<file path="config.mk">
export PLATFORM = sky130hd
export DESIGN_NAME = bitplane_pixel_palette_decoder
export DESIGN_NICKNAME = d
export VERILOG_FILES = /design/src/rtl/bppd_pkg.sv /design/src/rtl/bppd_front.sv /design/src/rtl/bppd_queue.sv /design/src/rtl/bppd_back.sv /design/src/rtl/bitplane_pixel_palette_decoder.sv
export SDC_FILE = /design/constraint.sdc
export NUM_CORES = 1
export LEC_CHECK = 0
export BUFFER_PORTS_ARGS = -buffer_cell sky130_fd_sc_hd__buf_2
export CORE_MARGIN = 1
export CORE_UTILIZATION = 55
export CTS_CLUSTER_DIAMETER = 40
export CTS_CLUSTER_SIZE = 40
export DETAILED_ROUTE_END_ITERATION = 7
export PLACE_DENSITY = 0.84
export SETUP_SLACK_MARGIN = 0.5
export SYNTH_ARGS = -nofsm -noshare
export SYNTH_HDL_FRONTEND = slang
export SYNTH_SLANG_ARGS = --single-unit
</file>
<file path="constraint.sdc">
create_clock -name aclk -period 7.95 [get_ports aclk]
set_input_delay 0.3975 -clock aclk [delete_from_list [all_inputs] [get_ports aclk]]
set_output_delay 0.3975 -clock aclk [all_outputs]
set_load 0.02 [all_outputs]
</file>
<file path="src/rtl/bppd_pkg.sv">
// Shared types, constants and palette functions of the bit-plane pixel decoder.
// No dependencies; used by every module under rtl/.
package bppd_pkg;

    // Bytes in one shown page; offsets at or above this are dropped.
    localparam int PAGE_BYTES = 12288;

    // Depth of the item queue between the front and back parts.
    localparam int QUEUE_DEPTH = 2;

    // Register indexes (register i sits at byte address 4*i).
    localparam logic REG_DISPLAY_MODE = 1'b0;
    localparam logic REG_FRAME_SELECT = 1'b1;

    // Display modes, coded by display_mode[2:1].
    localparam logic [1:0] MODE_MONO    = 2'b00;
    localparam logic [1:0] MODE_BLANK   = 2'b01;
    localparam logic [1:0] MODE_FOUR    = 2'b10;
    localparam logic [1:0] MODE_SIXTEEN = 2'b11;

    // One classified video byte, as queued between front and back.
    typedef struct packed {
        logic [5:0]  column;
        logic [7:0]  line;
        logic [15:0] addr;
        logic [2:0]  mode;
        logic [7:0]  main_byte;
        logic [7:0]  color_byte;
    } item_t;

    typedef struct packed {
        logic [7:0] red;
        logic [7:0] green;
        logic [7:0] blue;
    } rgb_t;

    function automatic rgb_t mk_rgb(input logic [7:0] r, input logic [7:0] g,
                                    input logic [7:0] b);
        rgb_t c;
        c.red   = r;
        c.green = g;
        c.blue  = b;
        return c;
    endfunction

    function automatic rgb_t pal_mono(input logic [1:0] idx);
        rgb_t c;
        unique case (idx)
            2'd0: c = mk_rgb(8'd0,   8'd0,   8'd0);
            2'd1: c = mk_rgb(8'd0,   8'd255, 8'd0);
            2'd2: c = mk_rgb(8'd40,  8'd180, 8'd200);
            2'd3: c = mk_rgb(8'd250, 8'd250, 8'd50);
            default: c = mk_rgb(8'd0, 8'd0, 8'd0);
        endcase
        return c;
    endfunction

    function automatic rgb_t pal_four(input logic [2:0] idx);
        rgb_t c;
        unique case (idx)
            3'd0: c = mk_rgb(8'd0,   8'd0,   8'd0);
            3'd1: c = mk_rgb(8'd127, 8'd0,   8'd0);
            3'd2: c = mk_rgb(8'd0,   8'd127, 8'd0);
            3'd3: c = mk_rgb(8'd0,   8'd0,   8'd127);
            3'd4: c = mk_rgb(8'd127, 8'd127, 8'd127);
            3'd5: c = mk_rgb(8'd0,   8'd127, 8'd127);
            3'd6: c = mk_rgb(8'd127, 8'd0,   8'd127);
            3'd7: c = mk_rgb(8'd127, 8'd127, 8'd0);
            default: c = mk_rgb(8'd0, 8'd0, 8'd0);
        endcase
        return c;
    endfunction

    function automatic rgb_t pal_sixteen(input logic [3:0] idx);
        rgb_t c;
        unique case (idx)
            4'd0:  c = mk_rgb(8'd0,   8'd0,   8'd0);
            4'd1:  c = mk_rgb(8'd0,   8'd0,   8'd127);
            4'd2:  c = mk_rgb(8'd0,   8'd127, 8'd0);
            4'd3:  c = mk_rgb(8'd0,   8'd127, 8'd127);
            4'd4:  c = mk_rgb(8'd127, 8'd0,   8'd0);
            4'd5:  c = mk_rgb(8'd127, 8'd0,   8'd127);
            4'd6:  c = mk_rgb(8'd127, 8'd127, 8'd0);
            4'd7:  c = mk_rgb(8'd127, 8'd127, 8'd127);
            4'd8:  c = mk_rgb(8'd127, 8'd127, 8'd127);
            4'd9:  c = mk_rgb(8'd0,   8'd0,   8'd255);
            4'd10: c = mk_rgb(8'd0,   8'd255, 8'd0);
            4'd11: c = mk_rgb(8'd0,   8'd255, 8'd255);
            4'd12: c = mk_rgb(8'd255, 8'd0,   8'd0);
            4'd13: c = mk_rgb(8'd255, 8'd0,   8'd255);
            4'd14: c = mk_rgb(8'd255, 8'd255, 8'd0);
            4'd15: c = mk_rgb(8'd255, 8'd255, 8'd255);
            default: c = mk_rgb(8'd0, 8'd0, 8'd0);
        endcase
        return c;
    endfunction

    // Color of one pixel: mode, main bit, color bit and the whole color byte.
    function automatic rgb_t pixel_color(input logic [2:0] mode, input logic mb,
                                         input logic cb, input logic [7:0] colb);
        rgb_t c;
        unique case (mode[2:1])
            MODE_MONO:    c = pal_mono({mode[0], mb});
            MODE_BLANK:   c = mk_rgb(8'd0, 8'd0, 8'd0);
            MODE_FOUR:    c = pal_four({mode[0], mb, cb});
            MODE_SIXTEEN: c = pal_sixteen(mb ? colb[3:0] : colb[7:4]);
            default:      c = mk_rgb(8'd0, 8'd0, 8'd0);
        endcase
        return c;
    endfunction

endpackage

</file>
<file path="src/rtl/bppd_front.sv">
// Front part: accepts video bytes, drops off-page offsets, splits the offset
// and forms the source address. Depends on bppd_pkg.
module bppd_front (
    input  logic                s_valid,
    output logic                s_ready,
    input  logic [13:0]         s_screen_offset,
    input  logic [7:0]          s_main_byte,
    input  logic [7:0]          s_color_byte,
    input  logic [2:0]          display_mode,
    input  logic [1:0]          frame_select,
    output logic                push_valid,
    input  logic                push_ready,
    output bppd_pkg::item_t     push_item
);

    logic in_page;

    // 15-bit compare so a full 16 KiB page still works
    assign in_page = {1'b0, s_screen_offset} < 15'(bppd_pkg::PAGE_BYTES);

    // Off-page items are taken and discarded without touching the queue.
    assign s_ready    = push_ready;
    assign push_valid = s_valid && in_page;

    always_comb begin
        push_item.column     = s_screen_offset[13:8];
        push_item.line       = s_screen_offset[7:0];
        // page base is 0xC000 - page*0x4000, i.e. top two bits = ~page
        push_item.addr       = {~frame_select, s_screen_offset};
        push_item.mode       = display_mode;
        push_item.main_byte  = s_main_byte;
        push_item.color_byte = s_color_byte;
    end

endmodule

</file>
<file path="src/rtl/bppd_queue.sv">
// Small item queue between front and back parts.
// Depends on bppd_pkg.
module bppd_queue #(
    parameter int DEPTH = bppd_pkg::QUEUE_DEPTH
) (
    input  logic            aclk,
    input  logic            aresetn,
    input  logic            push_valid,
    output logic            push_ready,
    input  bppd_pkg::item_t push_item,
    output logic            pop_valid,
    input  logic            pop_ready,
    output bppd_pkg::item_t pop_item
);

    localparam int PW = (DEPTH > 1) ? $clog2(DEPTH) : 1;
    localparam int CW = $clog2(DEPTH + 1);

    bppd_pkg::item_t entries_reg [DEPTH];
    logic [PW-1:0]   wr_ptr_reg, wr_ptr_next;
    logic [PW-1:0]   rd_ptr_reg, rd_ptr_next;
    logic [CW-1:0]   count_reg, count_next;
    logic            do_push, do_pop;

    assign push_ready = count_reg != CW'(DEPTH);
    assign pop_valid  = count_reg != '0;
    assign pop_item   = entries_reg[rd_ptr_reg];
    assign do_push    = push_valid && push_ready;
    assign do_pop     = pop_valid && pop_ready;

    always_comb begin
        wr_ptr_next = wr_ptr_reg;
        rd_ptr_next = rd_ptr_reg;
        count_next  = count_reg;
        if (do_push) begin
            wr_ptr_next = (wr_ptr_reg == PW'(DEPTH - 1)) ? '0 : wr_ptr_reg + 1'b1;
        end
        if (do_pop) begin
            rd_ptr_next = (rd_ptr_reg == PW'(DEPTH - 1)) ? '0 : rd_ptr_reg + 1'b1;
        end
        if (do_push && !do_pop) begin
            count_next = count_reg + 1'b1;
        end else if (do_pop && !do_push) begin
            count_next = count_reg - 1'b1;
        end
    end

    always_ff @(posedge aclk) begin
        if (!aresetn) begin
            wr_ptr_reg <= '0;
            rd_ptr_reg <= '0;
            count_reg  <= '0;
        end else begin
            wr_ptr_reg <= wr_ptr_next;
            rd_ptr_reg <= rd_ptr_next;
            count_reg  <= count_next;
        end
    end

    always_ff @(posedge aclk) begin
        if (do_push) begin
            entries_reg[wr_ptr_reg] <= push_item;
        end
    end

endmodule

</file>
<file path="src/rtl/bppd_back.sv">
// Back part: walks one queued byte bit 7 down to bit 0 into the output register,
// one pixel per cycle unless m_ready holds it. Depends on bppd_pkg.
module bppd_back (
    input  logic            aclk,
    input  logic            aresetn,
    input  logic            q_valid,
    output logic            q_ready,
    input  bppd_pkg::item_t q_item,
    output logic            m_valid,
    input  logic            m_ready,
    output logic [8:0]      m_pixel_x,
    output logic [7:0]      m_pixel_y,
    output logic [7:0]      m_red,
    output logic [7:0]      m_green,
    output logic [7:0]      m_blue,
    output logic [15:0]     m_source_address,
    output logic            m_last_pixel
);

    bppd_pkg::item_t cur_reg;
    logic            busy_reg, busy_next;
    logic [2:0]      idx_reg;
    logic            load;
    logic            done;
    logic [2:0]      bit_sel;
    bppd_pkg::rgb_t  color;

    logic            m_valid_reg;
    logic [8:0]      pixel_x_reg;
    logic [7:0]      pixel_y_reg;
    bppd_pkg::rgb_t  color_reg;
    logic [15:0]     addr_reg;
    logic            last_reg;

    assign load    = busy_reg && (!m_valid_reg || m_ready);
    assign done    = load && (idx_reg == 3'd7);
    assign q_ready = !busy_reg || done;
    assign bit_sel = ~idx_reg;   // pixel k uses bit 7-k
    assign color   = bppd_pkg::pixel_color(cur_reg.mode, cur_reg.main_byte[bit_sel],
                                           cur_reg.color_byte[bit_sel], cur_reg.color_byte);

    always_comb begin
        busy_next = busy_reg;
        if (q_valid && q_ready) begin
            busy_next = 1'b1;
        end else if (done) begin
            busy_next = 1'b0;
        end
    end

    always_ff @(posedge aclk) begin
        if (!aresetn) begin
            busy_reg    <= 1'b0;
            idx_reg     <= 3'd0;
            m_valid_reg <= 1'b0;
        end else begin
            busy_reg <= busy_next;
            if (q_valid && q_ready) begin
                idx_reg <= 3'd0;
            end else if (load) begin
                idx_reg <= idx_reg + 3'd1;
            end
            if (load) begin
                m_valid_reg <= 1'b1;
            end else if (m_ready) begin
                m_valid_reg <= 1'b0;
            end
        end
    end

    always_ff @(posedge aclk) begin
        if (q_valid && q_ready) begin
            cur_reg <= q_item;
        end
        if (load) begin
            pixel_x_reg <= {cur_reg.column, idx_reg};
            pixel_y_reg <= cur_reg.line;
            color_reg   <= color;
            addr_reg    <= cur_reg.addr;
            last_reg    <= idx_reg == 3'd7;
        end
    end

    assign m_valid          = m_valid_reg;
    assign m_pixel_x        = pixel_x_reg;
    assign m_pixel_y        = pixel_y_reg;
    assign m_red            = color_reg.red;
    assign m_green          = color_reg.green;
    assign m_blue           = color_reg.blue;
    assign m_source_address = addr_reg;
    assign m_last_pixel     = last_reg;

endmodule

</file>
<file path="src/rtl/bitplane_pixel_palette_decoder.sv">
// Top level of the bit-plane pixel palette decoder: APB registers, front,
// queue and back. Depends on bppd_pkg, bppd_front, bppd_queue, bppd_back.
//
//  channel  | direction | handshake           | payload
//  ---------+-----------+---------------------+-----------------------------------
//  s_       | in        | s_valid / s_ready   | screen_offset, main_byte, color_byte
//  m_       | out       | m_valid / m_ready   | pixel_x/y, red/green/blue,
//           |           |                     | source_address, last_pixel
//  APB      | in        | psel/penable, pready| display_mode @0x0, frame_select @0x4
//
// Each in-page item yields eight pixel items, one per clock while m_ready is
// high; the back part takes the next item as it emits the last pixel of a byte.
// An accepted item goes through the queue entry and cur_reg to the output register.
// Items with an offset at or past the page size are accepted and dropped.
// Reset (aresetn low, synchronous) empties the queue and output register and
// clears both registers to zero. m_ready low holds the current pixel; the
// queue keeps taking input items until it is full.
module bitplane_pixel_palette_decoder #(
    parameter int QUEUE_DEPTH = bppd_pkg::QUEUE_DEPTH
) (
    input  logic        aclk,
    input  logic        aresetn,
    // APB configuration port
    input  logic        psel,
    input  logic        penable,
    input  logic        pwrite,
    input  logic [2:0]  paddr,
    input  logic [31:0] pwdata,
    output logic [31:0] prdata,
    output logic        pready,
    // input items
    input  logic        s_valid,
    output logic        s_ready,
    input  logic [13:0] s_screen_offset,
    input  logic [7:0]  s_main_byte,
    input  logic [7:0]  s_color_byte,
    // pixel items
    output logic        m_valid,
    input  logic        m_ready,
    output logic [8:0]  m_pixel_x,
    output logic [7:0]  m_pixel_y,
    output logic [7:0]  m_red,
    output logic [7:0]  m_green,
    output logic [7:0]  m_blue,
    output logic [15:0] m_source_address,
    output logic        m_last_pixel
);

    logic [2:0]      display_mode_reg;
    logic [1:0]      frame_select_reg;
    logic            cfg_write;

    logic            push_valid, push_ready;
    bppd_pkg::item_t push_item;
    logic            pop_valid, pop_ready;
    bppd_pkg::item_t pop_item;

    // ---- configuration registers ----
    assign pready    = 1'b1;
    assign cfg_write = psel && penable && pwrite;

    // paddr[2] picks the register; the byte lanes below it are ignored
    always_ff @(posedge aclk) begin
        if (!aresetn) begin
            display_mode_reg <= 3'd0;
            frame_select_reg <= 2'd0;
        end else if (cfg_write) begin
            unique case (paddr[2])
                bppd_pkg::REG_DISPLAY_MODE: display_mode_reg <= pwdata[2:0];
                bppd_pkg::REG_FRAME_SELECT: frame_select_reg <= pwdata[1:0];
                default: ;
            endcase
        end
    end

    always_comb begin
        unique case (paddr[2])
            bppd_pkg::REG_DISPLAY_MODE: prdata = {29'd0, display_mode_reg};
            bppd_pkg::REG_FRAME_SELECT: prdata = {30'd0, frame_select_reg};
            default:                    prdata = 32'd0;
        endcase
    end

    // ---- front: classify and address ----
    bppd_front u_front (
        .s_valid         (s_valid),
        .s_ready         (s_ready),
        .s_screen_offset (s_screen_offset),
        .s_main_byte     (s_main_byte),
        .s_color_byte    (s_color_byte),
        .display_mode    (display_mode_reg),
        .frame_select    (frame_select_reg),
        .push_valid      (push_valid),
        .push_ready      (push_ready),
        .push_item       (push_item)
    );

    // ---- queue: decouples input acceptance from pixel output ----
    bppd_queue #(
        .DEPTH (QUEUE_DEPTH)
    ) u_queue (
        .aclk       (aclk),
        .aresetn    (aresetn),
        .push_valid (push_valid),
        .push_ready (push_ready),
        .push_item  (push_item),
        .pop_valid  (pop_valid),
        .pop_ready  (pop_ready),
        .pop_item   (pop_item)
    );

    // ---- back: one pixel per cycle unless m_ready holds it ----
    bppd_back u_back (
        .aclk             (aclk),
        .aresetn          (aresetn),
        .q_valid          (pop_valid),
        .q_ready          (pop_ready),
        .q_item           (pop_item),
        .m_valid          (m_valid),
        .m_ready          (m_ready),
        .m_pixel_x        (m_pixel_x),
        .m_pixel_y        (m_pixel_y),
        .m_red            (m_red),
        .m_green          (m_green),
        .m_blue           (m_blue),
        .m_source_address (m_source_address),
        .m_last_pixel     (m_last_pixel)
    );

    // ---- assertions ----
    // last mark sits only on the rightmost pixel of a byte
    a_last_col: assert property (@(posedge aclk) disable iff (!aresetn)
        m_valid |-> (m_last_pixel == (m_pixel_x[2:0] == 3'd7)))
        else $error("last_pixel does not match pixel column");

    // inside a byte, the next pixel follows right after a taken one
    a_next_pixel: assert property (@(posedge aclk) disable iff (!aresetn)
        (m_valid && m_ready && !m_last_pixel) |=>
            (m_valid && m_pixel_x == 9'($past(m_pixel_x) + 9'd1)
             && m_pixel_y == $past(m_pixel_y)))
        else $error("pixel sequence within a byte broken");

    // off-page offsets never reach the output
    a_in_page: assert property (@(posedge aclk) disable iff (!aresetn)
        m_valid |-> ({1'b0, m_source_address[13:0]} < 15'(bppd_pkg::PAGE_BYTES)))
        else $error("pixel from an off-page offset");

    // input is never stalled while the queue is empty
    a_ready_flow: assert property (@(posedge aclk) disable iff (!aresetn)
        !s_ready |-> pop_valid)
        else $error("input stalled with empty queue");

endmodule

</file>
==> results by group <==
Placed design
  • GPL Wtd Cong: 0.922
  • Dpl cells: 590
  • DP HPWL: 6.36 mm
  • IO Port Bufs: 103

Route
  • Vias per Instance: 5.18
  • DRC: 0
  • DR vias: 3223
  • Routed Antenna Nets: 0
  • First-pass DRT Iterations: 4
  • Detailed Route Iter0 Violations: 144
  • WL/cell: 15.4 um
  • Final wirelength: 9.57 mm

Job
  • Max-cap violations: 0

Floorplan
  • Die Wd: 108 um
  • Die area: 11800 um2
  • Die Y-Extent: 108 um
  • Core area: 10900 um2
  • Ports: 165
  • Row count: 38
  • Initial Util: 0.569

Clock tree
  • Clk_lat worst skew: 0.41 ns
  • H-tree levels: 4
  • CTS max path bufs: 2
  • CTS root buf: clkbuf_16
  • Post-CTS setup buffer count: 0
  • Hold buffer count at CTS: 0
  • CTS Sinks: 152
  • Worst-path clk slew: 0.06 ns
  • TritonCTS Buffers: 17
  • Cts repair resizes: 0
  • CTS tree: done

Synth
  • Post-Syn Instances: 380
  • Distinct cell type count after synthesis: 52
  • Main flop type after synthesis: edfxtp_1
  • Syn Area/Cell: 16.4 um2
  • Area leader, netlist: edfxtp_1
  • Ys async rst share: 0
  • Seq/Total Area, Yosys: 0.710
  • Synth Cell Area: 6230 um2
  • Ys Warns: 0
  • Largest cells by area after synthesis: edfxtp_1, mux2_2, buf_4
  • Seq cells post-synth: 152
  • Number of enable flip-flop cells after synthesis: 138
  • Yosys top cell area share: 0.665

Cells and area
  • Share of cells above drive strength 1: 0.390
  • Max reg flops: 70
  • Fin util: 0.654
  • Diodes inserted: 0
  • Fin cells: 622
  • Nets: 548
  • Fill count: 729
  • Area growth from synthesis to layout: 14.8%

Global route
  • First-pass GRT wire length: 15.0 mm
  • GRT Total Usage: 0.175
  • Gr ovfl total: 0
  • Largest net degree at the start of global routing: 37
  • Initial antenna violation count: 0
  • Vias in the first global route: 3085

STA
  • Unrepaired setup endpoints after global routing: no
  • Setup TNS Final: 0 ns
  • Final hold violation count: 0
  • Max Freq: 0.374 GHz
  • Worst slew pin tran: 1.05 ns
  • Layout Skew: 0.0109 ns
  • Setup violators final: 0
  • Relative slew slack: 0.297
  • Min Tclk post-route: 2.67 ns
  • Slew Limit Fails: 0
  • Post-route clock period utilization: 0.336

Worst setup path
  • Reg2reg end: u_back.cur_reg[40]
  • CP required: 8.04 ns
  • CP max stage delay: 0.62 ns
  • CP max FO: 20
  • Cell depth of the worst flop-to-flop path: 6
  • Startpoint types: flip-flop
  • Reg2reg setup slack: 5.28 ns
  • Reg-to-Reg Start: u_back.idx_reg[0]
  • CP most frequent cell: ha_1
  • Crit path cell chain: ha_1 -> ha_1 -> a21oi_1 -> or2_2 -> inv_1 -> buf_4
  • CP endpoint kind: flip-flop
  • Setup CP Type: reg2reg
  • Worst path slowest cell: dfxtp_1
  • WP data arrival: 2.76 ns

Hold path
  • Endpoint of the worst hold path: u_queue.entries_reg[1][15]
  • Hold path startpoint: s_main_byte[7]
  • Hold path cells: 1
  • Hold crit path type: in2reg

Status
  • Outcome: finished, final reports clean

Pwr
  • Overall Power: 2630 uW
  • Leak: 0.00273 uW
  • Max VDD drop: 192 uV
  • Pwr/cell area: 368 nW/um2
-- cell usage after synthesis, types with 3 or more instances --
cell and count:
edfxtp_1 138, buf_4 55, mux2_2 38, nand2_1 21, dfxtp_1 14, mux2i_1 11
inv_1 10, ha_1 7, nor2b_1 7, clkbuf_1 6, nor2_1 6, a21oi_1 5
and2_1 5, nand2b_1 4, a21boi_0 3, mux2_4 3, o21ai_1 3
-- placed cells by master, fill, tap and decap left out, types with 3 or more instances in the layout --
cell type and n:
inv_6 4, conb_1 30, buf_2 103, a21boi_0 3, mux2i_1 11, a21oi_1 5, clkbuf_16 17, inv_1 10
and2_1 4, nand2_1 21, clkinvlp_4 5, buf_4 3, dfxtp_1 14, edfxtp_1 138, ha_1 7, nand2b_1 4
mux2_4 3, mux2_2 38, nor2b_1 7, nor2_1 5, clkinv_1 3, o21ai_1 3
-- worst max-delay path by stage --
stage	cells past startpoint	slack [ns]	to	start
floorplan	3	5.21	u_queue.entries_reg[0][0]	u_queue.count_reg[0]
global placement	6	5.31	u_back.cur_reg[34]	u_back.idx_reg[0]
detailed placement	6	5.24	u_back.cur_reg[42]	u_back.idx_reg[0]
CTS	6	5.22	u_back.cur_reg[40]	u_back.idx_reg[0]
global route	6	5.07	u_back.cur_reg[40]	u_back.idx_reg[0]
finish	6	5.28	u_back.cur_reg[40]	u_back.idx_reg[0]
-- critical path, delay by kind of cell (launching register included) --
| family | cells | cell delay, ns |
|---|---|---|
| adder cells (fa/ha/maj) | 2 | 0.43 |
| AND/OR/NAND/NOR | 1 | 0.35 |
| buffers and inverters | 2 | 0.87 |
| AO/OA/AOI/OAI | 1 | 0.09 |
| flip-flops | 1 | 0.62 |
-- layer usage --
| metal | vias to the layer above | track usage | routed length [um] |
|---|---|---|---|
| met5 | - | 0 | 0 |
| met4 | 0 | 0.0647 | 153 |
| met3 | 20 | 0.0488 | 516 |
| met2 | 135 | 0.299 | 4880 |
| met1 | 1559 | 0.210 | 4030 |
| li1 | 1509 | - | - |
-- kinds of logic after synthesis --
logic type      synth area share
simple gates              0.0472
xor+xnor                 0.00563
buf+inv                   0.0806
compound gates            0.0400
fa+ha+maj                 0.0141
flops                      0.710
mux                        0.101
other cells              0.00121
-- where the power goes --
part / total [uW] / switching [uW] / leakage [uW] / internal (uW)
Combinational: 697 / 439 / 0.00108 / 258
Sequential: 1200 / 82.7 / 0.00139 / 1120
Clock: 734 / 305 / 0.000255 / 429
-- metrics by stage --
stage | hold WS [ns] | area, um2 | setup slack [ns]
2_1_floorplan | 0.400 | 6330 | 5.21
3_3_place_gp | 0.402 | 6600 | 5.31
3_5_place_dp | 0.405 | 6600 | 5.24
4_1_cts | 0.157 | 7150 | 5.22
5_1_grt | 0.159 | 7150 | 5.07
6_report | 0.172 | 7150 | 5.28
-- layout make-up --
| class | count | area [um2] | area share |
|---|---|---|---|
| multi-input cells | 181 | 1420 | 0.198 |
| clock inverters | 15 | 128 | 0.0178 |
| clock buffers | 17 | 425 | 0.0595 |
| well taps | 140 | 175 | 0.0245 |
| flip-flops and latches | 152 | 4420 | 0.619 |
| repair buffers | 106 | 538 | 0.0752 |
| inverters | 11 | 46.3 | 0.00647 |
Note: power is estimated with default switching activity, not from simulation.
